File: config.mk
export PLATFORM = sky130hd
export DESIGN_NAME = dual_uart_register_model_unit_flat
export DESIGN_NICKNAME = d
export VERILOG_FILES = /design/src/rtl/dur_pkg.sv /design/src/rtl/dur_if.sv /design/src/rtl/dur_cfg.sv /design/src/rtl/dur_core.sv /design/src/rtl/dual_uart_register_model_unit.sv /design/src/flat_wrapper.sv
export SDC_FILE = /design/constraint.sdc
export NUM_CORES = 1
export LEC_CHECK = 0
export BUFFER_PORTS_ARGS = -buffer_cell sky130_fd_sc_hd__buf_2
export CAP_MARGIN = 40
export CORE_MARGIN = 5
export CORE_UTILIZATION = 35
export DETAILED_ROUTE_END_ITERATION = 7
export PLACE_DENSITY = 0.54
export SETUP_SLACK_MARGIN = 0.02
export SYNTH_ARGS = -nofsm -noshare
export SYNTH_HDL_FRONTEND = slang
export SYNTH_SLANG_ARGS = --single-unit
File: constraint.sdc
create_clock -name clk -period 2.9 [get_ports clk]
set_input_delay 0.87 -clock clk [delete_from_list [all_inputs] [get_ports clk]]
set_output_delay 0.87 -clock clk [all_outputs]
set_load 0.02 [all_outputs]
File: src/rtl/dur_pkg.sv
// Shared types, codes and bit positions of the dual UART register block.
`default_nettype none
package dur_pkg;

  localparam int ACTION_W = 2;
  localparam int ADDR_W   = 5;
  localparam int BYTE_W   = 8;
  localparam int RDATA_W  = 16;
  localparam int IRQ_W    = 2;
  localparam int CNT_W    = 16;
  localparam int PADDR_W  = 3;
  localparam int PDATA_W  = 32;

  // Item kinds.
  localparam logic [ACTION_W-1:0] ACT_READ  = 2'd0;
  localparam logic [ACTION_W-1:0] ACT_WRITE = 2'd1;
  localparam logic [ACTION_W-1:0] ACT_TICK  = 2'd2;

  // Interrupt line requests.
  localparam logic [IRQ_W-1:0] IRQ_NONE  = 2'd0;
  localparam logic [IRQ_W-1:0] IRQ_RAISE = 2'd1;
  localparam logic [IRQ_W-1:0] IRQ_LOWER = 2'd2;

  // Register numbers.
  localparam logic [ADDR_W-1:0] REG_MR_A  = 5'd0;
  localparam logic [ADDR_W-1:0] REG_SR_A  = 5'd1;
  localparam logic [ADDR_W-1:0] REG_CR_A  = 5'd2;
  localparam logic [ADDR_W-1:0] REG_BUF_A = 5'd3;
  localparam logic [ADDR_W-1:0] REG_ACR   = 5'd4;
  localparam logic [ADDR_W-1:0] REG_ISR   = 5'd5;
  localparam logic [ADDR_W-1:0] REG_CTU   = 5'd6;
  localparam logic [ADDR_W-1:0] REG_CTL   = 5'd7;
  localparam logic [ADDR_W-1:0] REG_MR_B  = 5'd8;
  localparam logic [ADDR_W-1:0] REG_SR_B  = 5'd9;
  localparam logic [ADDR_W-1:0] REG_CR_B  = 5'd10;
  localparam logic [ADDR_W-1:0] REG_BUF_B = 5'd11;
  localparam logic [ADDR_W-1:0] REG_START = 5'd14;
  localparam logic [ADDR_W-1:0] REG_STOP  = 5'd15;

  // Configuration register byte addresses.
  localparam logic [PADDR_W-1:0] CFG_COUNTER_STEP = 3'd0;
  localparam logic [CNT_W-1:0]   COUNTER_STEP_RST = 16'd1;

  // Status bits.
  localparam int ST_RXR = 0;
  localparam int ST_TXR = 2;
  localparam int ST_TXE = 3;
  localparam logic [BYTE_W-1:0] ST_ERR_MASK = 8'h70;

  // Command bits and miscellaneous command codes.
  localparam int CM_ERX = 0;
  localparam int CM_DRX = 1;
  localparam int CM_ETX = 2;
  localparam int CM_DTX = 3;
  localparam logic [2:0] MISC_RESET_MR = 3'd1;
  localparam logic [2:0] MISC_RESET_RX = 3'd2;
  localparam logic [2:0] MISC_RESET_TX = 3'd3;
  localparam logic [2:0] MISC_RESET_ER = 3'd4;

  // Interrupt status bits.
  localparam int IS_CRI = 3;
  localparam logic [BYTE_W-1:0] TX_INT_BIT [2] = '{8'h01, 8'h10};
  localparam logic [BYTE_W-1:0] RX_INT_BIT [2] = '{8'h02, 8'h20};

  typedef struct packed {
    logic [ACTION_W-1:0] action;
    logic [ADDR_W-1:0]   reg_addr;
    logic [BYTE_W-1:0]   write_data;
    logic                rx_valid;
    logic [BYTE_W-1:0]   rx_char;
    logic                pir9_enable;
  } item_t;

  typedef struct packed {
    logic [RDATA_W-1:0] read_data;
    logic [IRQ_W-1:0]   irq_action;
    logic               tx_valid;
    logic [BYTE_W-1:0]  tx_char;
  } result_t;

endpackage
`default_nettype wire

File: src/rtl/dur_if.sv
// Item and result channel interfaces of the dual UART register block.
`default_nettype none
interface dur_item_if;
  import dur_pkg::*;
  logic                valid;
  logic                ready;
  logic [ACTION_W-1:0] action;
  logic [ADDR_W-1:0]   reg_addr;
  logic [BYTE_W-1:0]   write_data;
  logic                rx_valid;
  logic [BYTE_W-1:0]   rx_char;
  logic                pir9_enable;

  modport source (output valid, action, reg_addr, write_data, rx_valid, rx_char,
                  pir9_enable, input ready);
  modport sink (input valid, action, reg_addr, write_data, rx_valid, rx_char,
                pir9_enable, output ready);
endinterface

interface dur_result_if;
  import dur_pkg::*;
  logic               valid;
  logic               ready;
  logic [RDATA_W-1:0] read_data;
  logic [IRQ_W-1:0]   irq_action;
  logic               tx_valid;
  logic [BYTE_W-1:0]  tx_char;

  modport source (output valid, read_data, irq_action, tx_valid, tx_char, input ready);
  modport sink (input valid, read_data, irq_action, tx_valid, tx_char, output ready);
endinterface
`default_nettype wire

File: src/rtl/dur_cfg.sv
// APB configuration register holding the counter step.
`default_nettype none
module dur_cfg (
  input  wire logic                        clk,
  input  wire logic                        rst,
  input  wire logic                        psel,
  input  wire logic                        penable,
  input  wire logic                        pwrite,
  input  wire logic [dur_pkg::PADDR_W-1:0] paddr,
  input  wire logic [dur_pkg::PDATA_W-1:0] pwdata,
  output logic      [dur_pkg::PDATA_W-1:0] prdata,
  output logic                             pready,
  output logic      [dur_pkg::CNT_W-1:0]   counter_step
);
  import dur_pkg::*;

  logic hit;

  // Only the word at offset zero is decoded; byte offset bits are ignored.
  assign hit    = (paddr[PADDR_W-1] == CFG_COUNTER_STEP[PADDR_W-1]);
  assign pready = 1'b1;
  assign prdata = hit ? {{(PDATA_W-CNT_W){1'b0}}, counter_step} : '0;

  always_ff @(posedge clk) begin
    if (rst) begin
      counter_step <= COUNTER_STEP_RST;
    end else if (psel && penable && pwrite && hit) begin
      counter_step <= pwdata[CNT_W-1:0];
    end
  end
endmodule
`default_nettype wire

File: src/rtl/dur_core.sv
// Register file state of both channels, interrupt logic and counter, updated once per item.
`default_nettype none
module dur_core (
  input  wire logic                      clk,
  input  wire logic                      rst,
  input  wire logic                      fire,
  input  wire dur_pkg::item_t            item,
  input  wire logic [dur_pkg::CNT_W-1:0] counter_step,
  output dur_pkg::result_t               res
);
  import dur_pkg::*;

  logic [BYTE_W-1:0] mode [4];
  logic [1:0]        mode_sel;
  logic [BYTE_W-1:0] status [2];
  logic [BYTE_W-1:0] command [2];
  logic [BYTE_W-1:0] rbuf [2];
  logic [BYTE_W-1:0] int_status;
  logic [BYTE_W-1:0] int_mask;
  logic [BYTE_W-1:0] aux_control;
  logic [CNT_W-1:0]  counter_preset;
  logic [CNT_W-1:0]  counter_value;
  logic              counter_running;

  logic [BYTE_W-1:0] mode_next [4];
  logic [1:0]        mode_sel_next;
  logic [BYTE_W-1:0] status_next [2];
  logic [BYTE_W-1:0] command_next [2];
  logic [BYTE_W-1:0] rbuf_next [2];
  logic [BYTE_W-1:0] int_status_next;
  logic [BYTE_W-1:0] int_mask_next;
  logic [BYTE_W-1:0] aux_control_next;
  logic [CNT_W-1:0]  counter_preset_next;
  logic [CNT_W-1:0]  counter_value_next;
  logic              counter_running_next;

  logic       sel_b;
  logic       tx_refresh;
  logic [2:0] misc;

  assign sel_b = item.reg_addr[3];
  assign misc  = item.write_data[6:4];

  always_comb begin
    mode_next            = mode;
    mode_sel_next        = mode_sel;
    status_next          = status;
    command_next         = command;
    rbuf_next            = rbuf;
    int_status_next      = int_status;
    int_mask_next        = int_mask;
    aux_control_next     = aux_control;
    counter_preset_next  = counter_preset;
    counter_value_next   = counter_value;
    counter_running_next = counter_running;
    tx_refresh           = 1'b0;
    res                  = '0;
    res.irq_action       = IRQ_NONE;

    unique case (item.action)
      ACT_READ: begin
        unique case (item.reg_addr)
          REG_MR_A, REG_MR_B: begin
            for (int c = 0; c < 2; c++) begin
              if (sel_b == c[0]) begin
                res.read_data = {8'h00, mode_sel[c] ? mode[2*c+1] : mode[2*c]};
                mode_sel_next[c] = ~mode_sel[c];
              end
            end
          end
          REG_SR_A: begin
            res.read_data = {8'h00, status[0]};
            status_next[0][ST_RXR] = 1'b0;
          end
          REG_SR_B: res.read_data = {8'h00, status[1]};
          REG_BUF_A, REG_BUF_B: begin
            for (int c = 0; c < 2; c++) begin
              if (sel_b == c[0]) begin
                res.read_data = {status[c], rbuf[c]};
                status_next[c][ST_RXR] = 1'b0;
                int_status_next = int_status & ~RX_INT_BIT[c];
              end
            end
          end
          REG_ISR:   res.read_data = {8'h00, int_status};
          REG_START: counter_running_next = 1'b1;
          REG_STOP: begin
            counter_running_next = 1'b0;
            int_status_next[IS_CRI] = 1'b0;
          end
          default: ;
        endcase
      end

      ACT_WRITE: begin
        unique case (item.reg_addr)
          REG_MR_A, REG_MR_B: begin
            for (int c = 0; c < 2; c++) begin
              if (sel_b == c[0]) begin
                if (mode_sel[c]) mode_next[2*c+1] = item.write_data;
                else mode_next[2*c] = item.write_data;
                mode_sel_next[c] = ~mode_sel[c];
              end
            end
          end
          REG_CR_A, REG_CR_B: begin
            tx_refresh = 1'b1;
            for (int c = 0; c < 2; c++) begin
              if (sel_b == c[0]) begin
                if (item.write_data[CM_ETX]) command_next[c][CM_ETX] = 1'b1;
                else if (item.write_data[CM_DTX]) command_next[c][CM_ETX] = 1'b0;
                if (item.write_data[CM_ERX]) command_next[c][CM_ERX] = 1'b1;
                else if (item.write_data[CM_DRX]) command_next[c][CM_ERX] = 1'b0;
                unique case (misc)
                  MISC_RESET_MR: mode_sel_next[c] = 1'b0;
                  MISC_RESET_RX: begin
                    command_next[c][CM_ERX] = 1'b0;
                    status_next[c][ST_RXR]  = 1'b0;
                  end
                  MISC_RESET_TX: status_next[c][ST_TXR] = 1'b0;
                  MISC_RESET_ER: status_next[c] = status[c] & ~ST_ERR_MASK;
                  default: ;
                endcase
              end
            end
          end
          REG_BUF_A, REG_BUF_B: begin
            tx_refresh = 1'b1;
            for (int c = 0; c < 2; c++) begin
              if (sel_b == c[0]) begin
                rbuf_next[c] = item.write_data;
                status_next[c][ST_RXR] = 1'b1;
                int_status_next = int_status | RX_INT_BIT[c];
              end
            end
          end
          REG_ACR: aux_control_next = item.write_data;
          REG_ISR: int_mask_next = item.write_data;
          REG_CTU: begin
            counter_preset_next = {item.write_data, counter_preset[7:0]};
            counter_value_next  = {item.write_data, counter_value[7:0]};
          end
          REG_CTL: begin
            counter_preset_next = {counter_preset[15:8], item.write_data};
            counter_value_next  = {counter_value[15:8], item.write_data};
          end
          default: ;
        endcase
      end

      ACT_TICK: begin
        if (counter_running) begin
          if (counter_value <= counter_step) begin
            int_status_next[IS_CRI] = 1'b1;
            counter_value_next      = counter_preset;
            counter_running_next    = 1'b0;
            if (item.pir9_enable) res.irq_action = IRQ_RAISE;
          end else begin
            counter_value_next = counter_value - counter_step;
          end
        end
        // A received character is only taken while transmitter A is on.
        if (item.rx_valid && command[0][CM_ETX]) begin
          rbuf_next[0] = item.rx_char;
          status_next[0][ST_RXR] = 1'b1;
          int_status_next = int_status_next | RX_INT_BIT[0];
          for (int c = 0; c < 2; c++) begin
            if (command[c][CM_ERX]) begin
              if (!status_next[c][ST_RXR]) begin
                rbuf_next[c] = item.rx_char;
                status_next[c][ST_RXR] = 1'b1;
                int_status_next = int_status_next | RX_INT_BIT[c];
              end
            end else begin
              status_next[c][ST_RXR] = 1'b0;
              int_status_next = int_status_next & ~RX_INT_BIT[c];
            end
          end
        end
      end

      default: ;
    endcase

    // Transmit status follows the transmit enables after command and buffer writes.
    if (tx_refresh) begin
      for (int c = 0; c < 2; c++) begin
        status_next[c][ST_TXR] = command_next[c][CM_ETX];
        status_next[c][ST_TXE] = command_next[c][CM_ETX];
        if (command_next[c][CM_ETX]) int_status_next = int_status_next | TX_INT_BIT[c];
        else int_status_next = int_status_next & ~TX_INT_BIT[c];
      end
      res.irq_action = |(int_status_next & int_mask) ? IRQ_RAISE : IRQ_LOWER;
      if (item.reg_addr == REG_BUF_A && command_next[0][CM_ETX]) begin
        res.tx_valid = 1'b1;
        res.tx_char  = item.write_data;
      end
    end
  end

  always_ff @(posedge clk) begin
    if (rst) begin
      mode            <= '{default: '0};
      mode_sel        <= '0;
      status          <= '{default: '0};
      command         <= '{default: '0};
      rbuf            <= '{default: '0};
      int_status      <= '0;
      int_mask        <= '0;
      aux_control     <= '0;
      counter_preset  <= '0;
      counter_value   <= '0;
      counter_running <= 1'b0;
    end else if (fire) begin
      mode            <= mode_next;
      mode_sel        <= mode_sel_next;
      status          <= status_next;
      command         <= command_next;
      rbuf            <= rbuf_next;
      int_status      <= int_status_next;
      int_mask        <= int_mask_next;
      aux_control     <= aux_control_next;
      counter_preset  <= counter_preset_next;
      counter_value   <= counter_value_next;
      counter_running <= counter_running_next;
    end
  end
endmodule
`default_nettype wire

File: src/rtl/dual_uart_register_model_unit.sv
// Top level of the dual UART register block: input register, update logic, result register.
//
//   Channel  Direction  Handshake          Carries
//   req      in         valid / ready      action, reg_addr, write_data, rx_*, pir9_enable
//   rsp      out        valid / ready      read_data, irq_action, tx_valid, tx_char
//   APB      in/out     psel/penable       counter_step at byte address 0
//
// One item is accepted every cycle unless the result side stalls. An item is captured in
// the input register at the accepting edge; its result is loaded into the result register
// as the item moves on. All state updates of an item happen in that single step.
// Reset (rst, synchronous) clears all UART state and sets counter_step to 1.
// When the result register is full and not taken, the input register holds its item
// and req.ready drops; no transfer is lost or repeated.
`default_nettype none
module dual_uart_register_model_unit (
  input  wire logic                        clk,
  input  wire logic                        rst,
  dur_item_if.sink                         req,
  dur_result_if.source                     rsp,
  input  wire logic                        psel,
  input  wire logic                        penable,
  input  wire logic                        pwrite,
  input  wire logic [dur_pkg::PADDR_W-1:0] paddr,
  input  wire logic [dur_pkg::PDATA_W-1:0] pwdata,
  output logic      [dur_pkg::PDATA_W-1:0] prdata,
  output logic                             pready
);
  import dur_pkg::*;

  logic              in_valid;
  item_t             in_item;
  logic              out_valid;
  result_t           out_res;
  result_t           res;
  logic              advance;
  logic [CNT_W-1:0]  counter_step;

  // The held item moves on when the result register is empty or being emptied.
  assign advance   = in_valid && (!out_valid || rsp.ready);
  assign req.ready = !in_valid || advance;

  always_ff @(posedge clk) begin
    if (rst) begin
      in_valid <= 1'b0;
    end else if (req.ready) begin
      in_valid <= req.valid;
    end
  end

  always_ff @(posedge clk) begin
    if (req.valid && req.ready) begin
      in_item.action      <= req.action;
      in_item.reg_addr    <= req.reg_addr;
      in_item.write_data  <= req.write_data;
      in_item.rx_valid    <= req.rx_valid;
      in_item.rx_char     <= req.rx_char;
      in_item.pir9_enable <= req.pir9_enable;
    end
  end

  dur_cfg u_cfg (
    .clk          (clk),
    .rst          (rst),
    .psel         (psel),
    .penable      (penable),
    .pwrite       (pwrite),
    .paddr        (paddr),
    .pwdata       (pwdata),
    .prdata       (prdata),
    .pready       (pready),
    .counter_step (counter_step)
  );

  dur_core u_core (
    .clk          (clk),
    .rst          (rst),
    .fire         (advance),
    .item         (in_item),
    .counter_step (counter_step),
    .res          (res)
  );

  // Result register: filled as the item is processed, emptied by a transfer on rsp.
  always_ff @(posedge clk) begin
    if (rst) begin
      out_valid <= 1'b0;
    end else if (advance) begin
      out_valid <= 1'b1;
    end else if (rsp.ready) begin
      out_valid <= 1'b0;
    end
  end

  always_ff @(posedge clk) begin
    if (advance) begin
      out_res <= res;
    end
  end

  assign rsp.valid      = out_valid;
  assign rsp.read_data  = out_res.read_data;
  assign rsp.irq_action = out_res.irq_action;
  assign rsp.tx_valid   = out_res.tx_valid;
  assign rsp.tx_char    = out_res.tx_char;

`ifndef SYNTHESIS
  // A transmitted byte only comes from a buffer write, which always drives the interrupt.
  a_tx_from_write: assert property (@(posedge clk) disable iff (rst)
    (rsp.valid && rsp.tx_valid) |-> (rsp.irq_action != IRQ_NONE && rsp.read_data == '0))
    else $error("transmit result without a buffer write");

  a_tx_char_zero: assert property (@(posedge clk) disable iff (rst)
    (rsp.valid && !rsp.tx_valid) |-> (rsp.tx_char == '0))
    else $error("tx_char set without tx_valid");

  // A held item that cannot move on stays put.
  a_hold_item: assert property (@(posedge clk) disable iff (rst)
    (in_valid && !advance) |=> (in_valid && $stable(in_item)))
    else $error("stalled item lost or changed");

  a_result_loaded: assert property (@(posedge clk) disable iff (rst)
    advance |=> out_valid)
    else $error("processed item produced no result");
`endif
endmodule
`default_nettype wire

File: src/flat_wrapper.sv
// flat-port wrapper written by rule: the top's interface ports become plain ports
module dual_uart_register_model_unit_flat import dur_pkg::*;
  (clk, rst, psel, penable, pwrite, paddr, pwdata, prdata, pready, req_valid, req_action, req_reg_addr, req_write_data, req_rx_valid, req_rx_char, req_pir9_enable, req_ready, rsp_valid, rsp_read_data, rsp_irq_action, rsp_tx_valid, rsp_tx_char, rsp_ready);
  dur_item_if req_i ();
  dur_result_if rsp_i ();
  input  wire logic clk;
  input  wire logic rst;
  input  wire logic psel;
  input  wire logic penable;
  input  wire logic pwrite;
  input  wire logic [dur_pkg::PADDR_W-1:0] paddr;
  input  wire logic [dur_pkg::PDATA_W-1:0] pwdata;
  output logic      [dur_pkg::PDATA_W-1:0] prdata;
  output logic pready;
  input wire logic [$bits(req_i.valid)-1:0] req_valid;
  input wire logic [$bits(req_i.action)-1:0] req_action;
  input wire logic [$bits(req_i.reg_addr)-1:0] req_reg_addr;
  input wire logic [$bits(req_i.write_data)-1:0] req_write_data;
  input wire logic [$bits(req_i.rx_valid)-1:0] req_rx_valid;
  input wire logic [$bits(req_i.rx_char)-1:0] req_rx_char;
  input wire logic [$bits(req_i.pir9_enable)-1:0] req_pir9_enable;
  output wire logic [$bits(req_i.ready)-1:0] req_ready;
  output wire logic [$bits(rsp_i.valid)-1:0] rsp_valid;
  output wire logic [$bits(rsp_i.read_data)-1:0] rsp_read_data;
  output wire logic [$bits(rsp_i.irq_action)-1:0] rsp_irq_action;
  output wire logic [$bits(rsp_i.tx_valid)-1:0] rsp_tx_valid;
  output wire logic [$bits(rsp_i.tx_char)-1:0] rsp_tx_char;
  input wire logic [$bits(rsp_i.ready)-1:0] rsp_ready;
  assign req_i.valid = req_valid;
  assign req_i.action = req_action;
  assign req_i.reg_addr = req_reg_addr;
  assign req_i.write_data = req_write_data;
  assign req_i.rx_valid = req_rx_valid;
  assign req_i.rx_char = req_rx_char;
  assign req_i.pir9_enable = req_pir9_enable;
  assign req_ready = req_i.ready;
  assign rsp_valid = rsp_i.valid;
  assign rsp_read_data = rsp_i.read_data;
  assign rsp_irq_action = rsp_i.irq_action;
  assign rsp_tx_valid = rsp_i.tx_valid;
  assign rsp_tx_char = rsp_i.tx_char;
  assign rsp_i.ready = rsp_ready;
  dual_uart_register_model_unit u_core (.clk(clk), .rst(rst), .req(req_i), .rsp(rsp_i), .psel(psel), .penable(penable), .pwrite(pwrite), .paddr(paddr), .pwdata(pwdata), .prdata(prdata), .pready(pready));
endmodule
Yosys cells after proc, flatten, opt, wreduce, memory -nomap -nowiden

Cells that the tools add are included.

Register bits: 179
Input bits: 67

Add/sub/neg operators: 1
Order comparisons: 1
Equal/unequal tests: 45
Multiplexer cells: 94
Bitwise logic cells: 7
Reduce and logical (&&, ||, !) cells: 53

Operators by type and width:

| cell                                                | number |
|---|---|
| one-hot mux 16 bit (2 select lines)                 | 3 |
| 2-to-1 mux 16 bit                                   | 5 |
| 2-to-1 mux 8 bit                                    | 9 |
| one-hot mux 12 bit (5 select lines)                 | 1 |
| AND reduction 5 bit                                 | 12 |
| 2-to-1 mux 1 bit                                    | 42 |
| 2-to-1 mux 6 bit                                    | 6 |
| equality test 5 x 4 -> 1 bit, second input constant | 6 |
| != test 2 bit, second input constant                | 12 |
| nonzero test 2 bit                                  | 10 |
| one-hot mux 6 bit (3 select lines)                  | 1 |
| AND reduction 9 bit                                 | 2 |
| less-or-equal comparator 16 bit                     | 1 |
| 2-to-1 mux 2 bit                                    | 8 |
| subtractor 16 bit                                   | 1 |
| equality test 5 x 3 -> 1 bit, second input constant | 3 |
| 2-to-1 mux 3 bit                                    | 5 |
| != test 3 x 2 -> 1 bit, second input constant       | 5 |
| 2-to-1 mux 12 bit                                   | 1 |
| one-hot mux 1 bit (2 select lines)                  | 6 |
| AND reduction 6 bit                                 | 2 |
| 2-to-1 mux 11 bit                                   | 1 |
| equality test 5 x 2 -> 1 bit, second input constant | 2 |
| != test 2 x 1 -> 1 bit, second input constant       | 5 |
| other kinds (26)                                    | 52 |

Depth between registers and ports, before layout

Gate-level depths: netlist (run 1).

Depth after elaboration: 13
Mapped depth: 11

Hierarchy

From an unflattened synthesis (run 1), not the netlist that was laid out.

Cells, all modules: 974
Area, all modules: 8992.4 sq um

Modules (own cells, without submodules):

| module                        | instances | cells each | area an instance (sq um) | sequential area each (sq um) |
|---|---|---|---|---|
| dur_core                      | 1         | 806        | 6344.8                   | 2062.0 |
| dual_uart_register_model_unit | 1         | 62         | 1665.3                   | 1601.5 |
| dur_cfg                       | 1         | 106        | 982.2                    | 320.3 |

Least setup slack after synthesis (run 1)

Ideal clock, no wire load.

Path type: input -> register
Start point: input rsp_ready
End point: register u_core.u_core.command[0] (netlist name)
Setup time: 0.071 ns
Data arrival time: 2.411 ns
Setup slack: 0.418 ns
Cell stages on the path: 7
Buffers on the path: 2
Cells stage by stage: nor2b_4 > nand2b_4 > inv_2 > buf_4 > clkbuf_1 > nand4_1 > a21oi_1

Longest elaborated chain between the ends: 3

Ends and longest elaborated chain:

| what                          | line                                | text |
|---|---|---|
| start, declared               | flat_wrapper.sv:28                  | `input wire logic [$bits(rsp_i.ready)-1:0] rsp_ready;` |
| logical OR 1 bit              | dual_uart_register_model_unit.sv:39 | `assign advance = in_valid && (!out_valid \|\| rsp.ready);` |
| logical AND 1 bit             | dual_uart_register_model_unit.sv:39 |  |
| named net u_core.advance      | dual_uart_register_model_unit.sv:35 | `logic advance;` |
| AND reduction 5 bit (no line) | n/a                                 |  |
| end signal, assigned          | dur_core.sv:218                     | `command <= command_next;` |
| end, declared                 | dur_core.sv:16                      | `logic [BYTE_W-1:0] command [2];` |

The timed path passes the listed nets, and every way through them passes these cells.
A chain may end at the register's enable or synchronous reset.

Worst setup path in the final report (run 1)

Start point: register u_core.u_core.counter_value[0]
End point: register u_core.u_core.counter_value[0]

Longest elaborated chain between the ends: 4

Ends and longest elaborated chain:

| what                                                                 | line                             | text |
|---|---|---|
| start, declared                                                      | dur_core.sv:22                   | `logic [CNT_W-1:0] counter_value;` |
| start signal, assigned                                               | dur_core.sv:224                  | `counter_value <= counter_value_next;` |
| subtractor 16 bit or less-or-equal comparator 16 bit (tied branches) | dur_core.sv:159, dur_core.sv:153 |  |
| 2-to-1 mux 16 bit (*)                                                | dur_core.sv:153                  | `if (counter_value <= counter_step) begin` |
| 2-to-1 mux 16 bit (*)                                                | dur_core.sv:152                  | `if (counter_running) begin` |
| one-hot mux 16 bit (2 select lines) (*)                              | dur_core.sv:60                   | `unique case (item.action)` |

Mark *: on every way between the ends. The rest lies on a longest branch, timed or not. The select of a mux whose other input is x is not followed.

==> run summary, run 1 <==
run status = finished clean
Synth-to-Final Area Change = 15.15%
worst r2r path cells = 10
signal arrival time at the worst endpoint = 3.02 ns
clock slew at reported path FFs = 0.07 ns
gate family responsible for the most delay along the worst path = compound AO/OA/AOI/OAI gates
floorplan row count = 58
critical-path cell list = inv_1, ha_1, fa_1, nand2b_1, a21oi_2, nor3_4, o22ai_4, o21ai_4, or4_1, o211ai_1
count of cell types in the netlist = 82
DRC violations left = 0
fmax = 0.3747 GHz
worst-path maximum fanout = 12
number of antenna violations at the first check in global routing = 0
worst reg2reg path endpoint = u_core.u_core.counter_value[0]
number of detailed-routing iterations run before antenna repair = 5
Post-CTS Setup Repair Bufs = 0
gate count of the mapped netlist = 1,011
Post-synth top flop = sky130_fd_sc_hd__dfxtp_1
total count of max-transition violations in the final report = 0
met2 track utilization from global routing = 0.2691
Buf+Inv Stages, Crit Path = 1
Critical-path top delay cell = sky130_fd_sc_hd__or4_1
CTS buffer count = 17
total of buffers placed on input and output ports = 88
top cell type's share of synthesized area = 0.2718
average cell area after synthesis = 8.817 µm²
total number of H-tree levels = 4
Placeable Area = 25,110 µm²
CP required = 3.25 ns
vertical die dimension = 169.6 µm
share of final-layout standard cells stronger than drive strength 1 = 0.1857
kind of end point of the critical path = register
top-level port count = 129
cell area reported after detailed placement = 9637 µm²
Antenna diodes = 0
final wirelength = 24,930 µm
LEAKAGE = 3.849 nW
summed negative setup slack over all endpoints = 0 ns
class of the tightest hold or removal check = register to register
most frequent cells after synthesis = 121 x sky130_fd_sc_hd__dfxtp_1, 118 x sky130_fd_sc_hd__nand2_1, 115 x sky130_fd_sc_hd__a21oi_1
grt total ovfl = 0
CTS hold repair buffers = 0
post-placement worst setup slack = 0.1504 ns
worst setup skew after layout = 0.009041 ns
routability cong. = 0.8720
initial core utilization = 0.3550
clock tree from TritonCTS = yes
critical path startpoint = u_core.u_core.counter_value[0]
Die Outline Area = 28,760 µm²
clock tree sinks = 168
crit path setup slack, layout = 0.2311 ns
fill cell total of the finished layout = 2,569
number of vias after detailed routing = 7,411
count of routing violations after the opening detailed-route iteration = 543
global-route wire length before repair = 38,850 µm
via density per instance = 5.208
critical path class = register to register
time the worst path needs with I/O delays and setup = 2.669 ns
number of global-route vias before repair = 6,964
Yosys warning count = 0
count leader, synth = sky130_fd_sc_hd__dfxtp_1
largest cells by area after synthesis = sky130_fd_sc_hd__dfxtp_1 27%, sky130_fd_sc_hd__edfxtp_1 16%, sky130_fd_sc_hd__a21oi_1 6.5%
number of failing hold endpoints at the final stage = 0
number of synthesized flops with an enable pin = 47
sequential fraction of the synthesis area = 0.4301
FF-to-FF Start = u_core.u_core.counter_value[0]
critical path depth in cells = 10
worst skew pair latency = 0.43 ns
number of max-cap violations = 0
final clock period utilization by the worst path = 0.9203
GRT met1 Usage = 0.2318
M3 GR Usage = 0.03005
Post-DRT Antenna Nets = 0
post-route cell area = 10,260 µm²
global-route usage over all layers = 0.1696
delay of the slowest critical-path stage = 0.51 ns
number of buffers on the longest clock path = 2
setup violators final = 0
area of the multi-input gates = 4541 µm²
Final #Nets = 1,171
clock tree root driver cell = sky130_fd_sc_hd__clkbuf_16
width of the chip = 169.6 µm
Max IR drop VDD = 353.6 µV
biggest area consumer among synthesized cells = sky130_fd_sc_hd__dfxtp_1
register-to-register setup slack = 0.23 ns
maximum number of pins on one net before global-route repair = 118
total power after layout = 0.005687 W
post-DR wirelength/cell = 17.52 µm
Pwr Density = 554.1 nW/µm²
last element of the critical path = u_core.u_core.counter_value[0]
RSZ-0062 raised after global routing = false
Max-Slew Margin vs Limit = 0.4078
slew at the pin with the worst max-slew slack = 0.8871 ns
most used routing layer in global routing = met2
Syn Std Cell Area = 8914 µm²
startpoint kind of the worst setup timing path = register
Reg area = 3834 µm²
Synth async-reset ratio = 0
Seq cells post-synth = 168
HPWL after detailed placement = 17,420 µm
-- cell families after synthesis --
family,share of synthesized area
AOI/OAI and AO/OA,0.1776
buffers and inverters,0.07075
other,0.0008425
xor gates and xnor gates,0.01179
DFF,0.4301
and+or+nand+nor,0.2000
adders and majority gates,0.03453
muxes,0.07440
-- flip-flops by register name, indices dropped and copies added (netlist names), 2 cells and up --
| name | cells |
|---|---|
| u_core.u_core.status | 6 |
| u_core.u_core.counter_preset | 16 |
| u_core.u_core.mode | 32 |
| u_core.rsp.read_data | 11 |
| u_core.u_core.int_mask | 5 |
| u_core.u_core.int_status | 5 |
| u_core.u_core.counter_value | 16 |
| u_core.rsp.tx_char | 8 |
| u_core.u_cfg.counter_step | 16 |
| u_core.u_core.rbuf | 16 |
| u_core.in_item | 25 |
| u_core.u_core.mode_sel | 2 |
| u_core.u_core.command | 4 |
| u_core.rsp.irq_action | 2 |
-- metrics by stage --
step | util | std cells | hold WS (ns)
final | 0.4088 | 1423 | 0.4530
after global routing | 0.4088 | 1423 | 0.4770
after CTS | 0.4081 | 1422 | 0.4525
after detailed placement | 0.3838 | 1390 | 0.4433
after global placement | 0.3832 | 1389 | 0.4400
after floorplan | - | 1031 | 0.4318
-- where the power goes --
part | leakage [nW] | switching, W | internal, W
combinational | 2.13 | 0.000483 | 0.000289
clock | 0.295 | 0.00100 | 0.00138
sequential | 1.42 | 0.0000564 | 0.00247
total | 3.85 | 0.00154 | 0.00415
-- timing repair --
item	CTS	global route
hold endpoints to repair	0	0
gates resized for setup	0	1
endpoints found under the setup margin	0	1
-- layout by cell type (no fill, tap or decap), types with 9 or more instances in the layout --
cell type                   synthesis  routed
sky130_fd_sc_hd__a211oi_1          25      25
sky130_fd_sc_hd__a21oi_1          115     115
sky130_fd_sc_hd__and2_1            12      12
sky130_fd_sc_hd__and3_1            10      10
sky130_fd_sc_hd__buf_2             14      87
sky130_fd_sc_hd__buf_4             30      32
sky130_fd_sc_hd__clkbuf_16          0      17
sky130_fd_sc_hd__conb_1             2      22
sky130_fd_sc_hd__dfxtp_1          121     121
sky130_fd_sc_hd__edfxtp_1          47      47
sky130_fd_sc_hd__ha_1              23      23
sky130_fd_sc_hd__inv_1             34      34
sky130_fd_sc_hd__mux2i_1           55      55
sky130_fd_sc_hd__nand2_1          118     118
sky130_fd_sc_hd__nand3_1           40      40
sky130_fd_sc_hd__nor2_1            95      95
sky130_fd_sc_hd__nor2b_1            9       9
sky130_fd_sc_hd__nor3_1            10      10
sky130_fd_sc_hd__o211ai_1          10      10
sky130_fd_sc_hd__o21ai_0           39      39
sky130_fd_sc_hd__o22ai_1            9       9
-- worst register-to-register path, cell delays in order, from the launching register on --
cell and delay, ns:
sky130_fd_sc_hd__dfxtp_1 0.34, sky130_fd_sc_hd__inv_1 0.08, sky130_fd_sc_hd__ha_1 0.21, sky130_fd_sc_hd__fa_1 0.40
sky130_fd_sc_hd__nand2b_1 0.19, sky130_fd_sc_hd__a21oi_2 0.23, sky130_fd_sc_hd__nor3_4 0.07, sky130_fd_sc_hd__o22ai_4 0.27
sky130_fd_sc_hd__o21ai_4 0.19, sky130_fd_sc_hd__or4_1 0.51, sky130_fd_sc_hd__o211ai_1 0.10
-- routing by layer --
layer / up-vias / routed length, µm
met5: - / 0
met3: 39 / 1195
met4: 0 / 652
met1: 3492 / 11600
li1: 3669 / -
met2: 211 / 11470
-- worst min-delay path by stage --
stage,from,end,slack (ns),depth (start not counted)
finish,u_core.u_core.mode[25],u_core.u_core.mode[25],0.45,2
global placement,u_core.u_core.mode[27],u_core.u_core.mode[27],0.44,2
CTS,u_core.u_core.mode[25],u_core.u_core.mode[25],0.45,2
global route,u_core.u_core.rbuf[5],u_core.u_core.rbuf[5],0.48,2
detailed placement,u_core.u_core.mode[25],u_core.u_core.mode[25],0.44,2
floorplan,u_core.u_core.mode[25],u_core.u_core.mode[25],0.43,2
-- final cells by class --
| class | instances | area share |
|---|---|---|
| inverters | 36 | 0.01317 |
| well taps | 330 | 0.04023 |
| repair buffers | 122 | 0.07119 |
| clock buffers | 18 | 0.04279 |
| flip-flops and latches | 168 | 0.3735 |
| clock inverters | 14 | 0.01670 |
| multi-input cells | 735 | 0.4424 |
(Power assumes the default switching activity.)
==> inputs of run 2 (changes only) <==
CTS_BUF_LIST = sky130_fd_sc_hd__clkbuf_4   (was unset)
==> run summary, run 2 (same netlist as run 1, synthesis figures left out) <==
width of the chip = 169.6 µm
kind of end point of the critical path = register
signal arrival time at the worst endpoint = 3.17 ns
Placeable Area = 25,110 µm²
number of vias after detailed routing = 7,346
worst-path maximum fanout = 12
largest registers = u_core.u_core.mode: 32 flops, u_core.in_item: 25 flops
worst r2r path cells = 10
number of detailed-routing iterations run before antenna repair = 5
HPWL after detailed placement = 17,420 µm
Core Util, Final = 0.3966
number of global-route vias before repair = 6,934
initial core utilization = 0.3550
top-level port count = 129
register bank with the most flops = u_core.u_core.mode
CTS buffer count = 17
Post-DRT Antenna Nets = 0
Max IR drop VDD = 255.6 µV
fmax = 0.3754 GHz
slew at the pin with the worst max-slew slack = 0.8860 ns
time the worst path needs with I/O delays and setup = 2.664 ns
clock tree from TritonCTS = yes
Synth-to-Final Area Change = 11.72%
clock slew at reported path FFs = 0.15 ns
grt total ovfl = 0
post-DR wirelength/cell = 17.36 µm
number of failing hold endpoints at the final stage = 0
number of antenna violations at the first check in global routing = 1
Die Outline Area = 28,760 µm²
Max-Slew Margin vs Limit = 0.4085
CTS hold repair buffers = 0
startpoint kind of the worst setup timing path = register
RSZ-0062 raised after global routing = false
clock tree sinks = 168
total number of H-tree levels = 4
number of max-cap violations = 0
clock tree root driver cell = sky130_fd_sc_hd__clkbuf_4
final wirelength = 24,720 µm
DRC violations left = 0
total count of max-transition violations in the final report = 0
most common cell after layout, fill and taps aside = sky130_fd_sc_hd__dfxtp_1
critical path class = register to register
worst skew pair latency = 0.58 ns
via density per instance = 5.159
floorplan row count = 58
hold wc startpoint = req_rx_char[2]
summed negative setup slack over all endpoints = 0 ns
LEAKAGE = 3.715 nW
routability cong. = 0.8720
worst setup skew after layout = 0.02364 ns
number of cells on the worst hold path = 1
setup violators final = 0
count of routing violations after the opening detailed-route iteration = 581
share of final-layout standard cells stronger than drive strength 1 = 0.1857
run status = finished clean
fill cell total of the finished layout = 2,606
FF-to-FF Start = u_core.u_core.counter_value[0]
final clock period utilization by the worst path = 0.9185
global-route wire length before repair = 38,570 µm
CP required = 3.41 ns
destination of the worst hold path = u_core.in_item[3]
Resized cells post-CTS = 0
number of flip-flops in the largest register = 32
class of the tightest hold or removal check = input pin to register
register-to-register setup slack = 0.24 ns
Pwr Density = 481.0 nW/µm²
total of buffers placed on input and output ports = 88
highest-count cells in the layout ignoring fill and taps = 121 x sky130_fd_sc_hd__dfxtp_1, 118 x sky130_fd_sc_hd__nand2_1, 115 x sky130_fd_sc_hd__a21oi_1, 95 x sky130_fd_sc_hd__nor2_1, 87 x sky130_fd_sc_hd__buf_2
vertical die dimension = 169.6 µm
Final #Nets = 1,171
maximum number of pins on one net before global-route repair = 118
worst reg2reg path endpoint = u_core.u_core.counter_value[0]
Post-CTS Setup Repair Bufs = 0
number of buffers on the longest clock path = 2
global-route usage over all layers = 0.1682
run 2: per-stage QoR:
step	cells	instance area (µm²)	total power [W]	worst slack, ns	hold slack [ns]
6_report	1424	9958	0.004790	0.2362	0.4608
2_1_floorplan	1031	8989	0.003122	0.4182	0.4318
4_1_cts	1422	9940	0.004829	0.1197	0.4129
3_5_place_dp	1390	9637	0.003330	0.1504	0.4433
5_1_grt	1424	9958	0.005006	0.05337	0.4034
3_3_place_gp	1389	9622	0.003327	0.2187	0.4400
run 2: routing by layer:
metal / share of wire / track usage
met5: 0 / 0
met4: 0.018 / 0.04970
met3: 0.053 / 0.03261
met2: 0.46 / 0.2705
met1: 0.47 / 0.2305
run 2: worst max path at each step:
stage / start / end / slack [ns]
finish: u_core.u_core.counter_value[0] / u_core.u_core.counter_value[0] / 0.24
global route: u_core.u_core.counter_value[0] / u_core.u_core.counter_value[0] / 0.05
CTS: u_core.u_core.counter_value[0] / u_core.u_core.counter_value[0] / 0.12
detailed placement: u_core.u_core.counter_value[0] / u_core.u_core.counter_value[0] / 0.15
global placement: u_core.u_core.counter_value[0] / u_core.u_core.counter_value[0] / 0.22
floorplan: rsp_ready / u_core.u_core.command[0] / 0.42
run 2: worst max-delay path, cell delays in order, from the launching register on:
cell                       delay (ns)
sky130_fd_sc_hd__dfxtp_1         0.37
sky130_fd_sc_hd__inv_1           0.07
sky130_fd_sc_hd__ha_1            0.21
sky130_fd_sc_hd__fa_1            0.40
sky130_fd_sc_hd__nand2b_1        0.19
sky130_fd_sc_hd__a21oi_2         0.23
sky130_fd_sc_hd__nor3_4          0.07
sky130_fd_sc_hd__o22ai_4         0.26
sky130_fd_sc_hd__o21ai_4         0.18
sky130_fd_sc_hd__or4_1           0.51
sky130_fd_sc_hd__o211ai_1        0.10
run 2: report_power, final:
part / switching, W / internal (W)
logic: 0.000482 / 0.000289
clock network: 0.000889 / 0.000601
registers: 0.0000562 / 0.00247
run 2: final cells by class:
class | instances | area (µm²) | area share
multi-input combinational | 735 | 4541 | 0.4560
sequential | 168 | 3834 | 0.3850
timing repair buffer | 122 | 730.7 | 0.07338
tap | 330 | 412.9 | 0.04146
clock inverter | 15 | 175.2 | 0.01759
inverter | 36 | 135.1 | 0.01357
clock buffer | 17 | 127.6 | 0.01282
antenna | 1 | 2.502 | 0.0002513
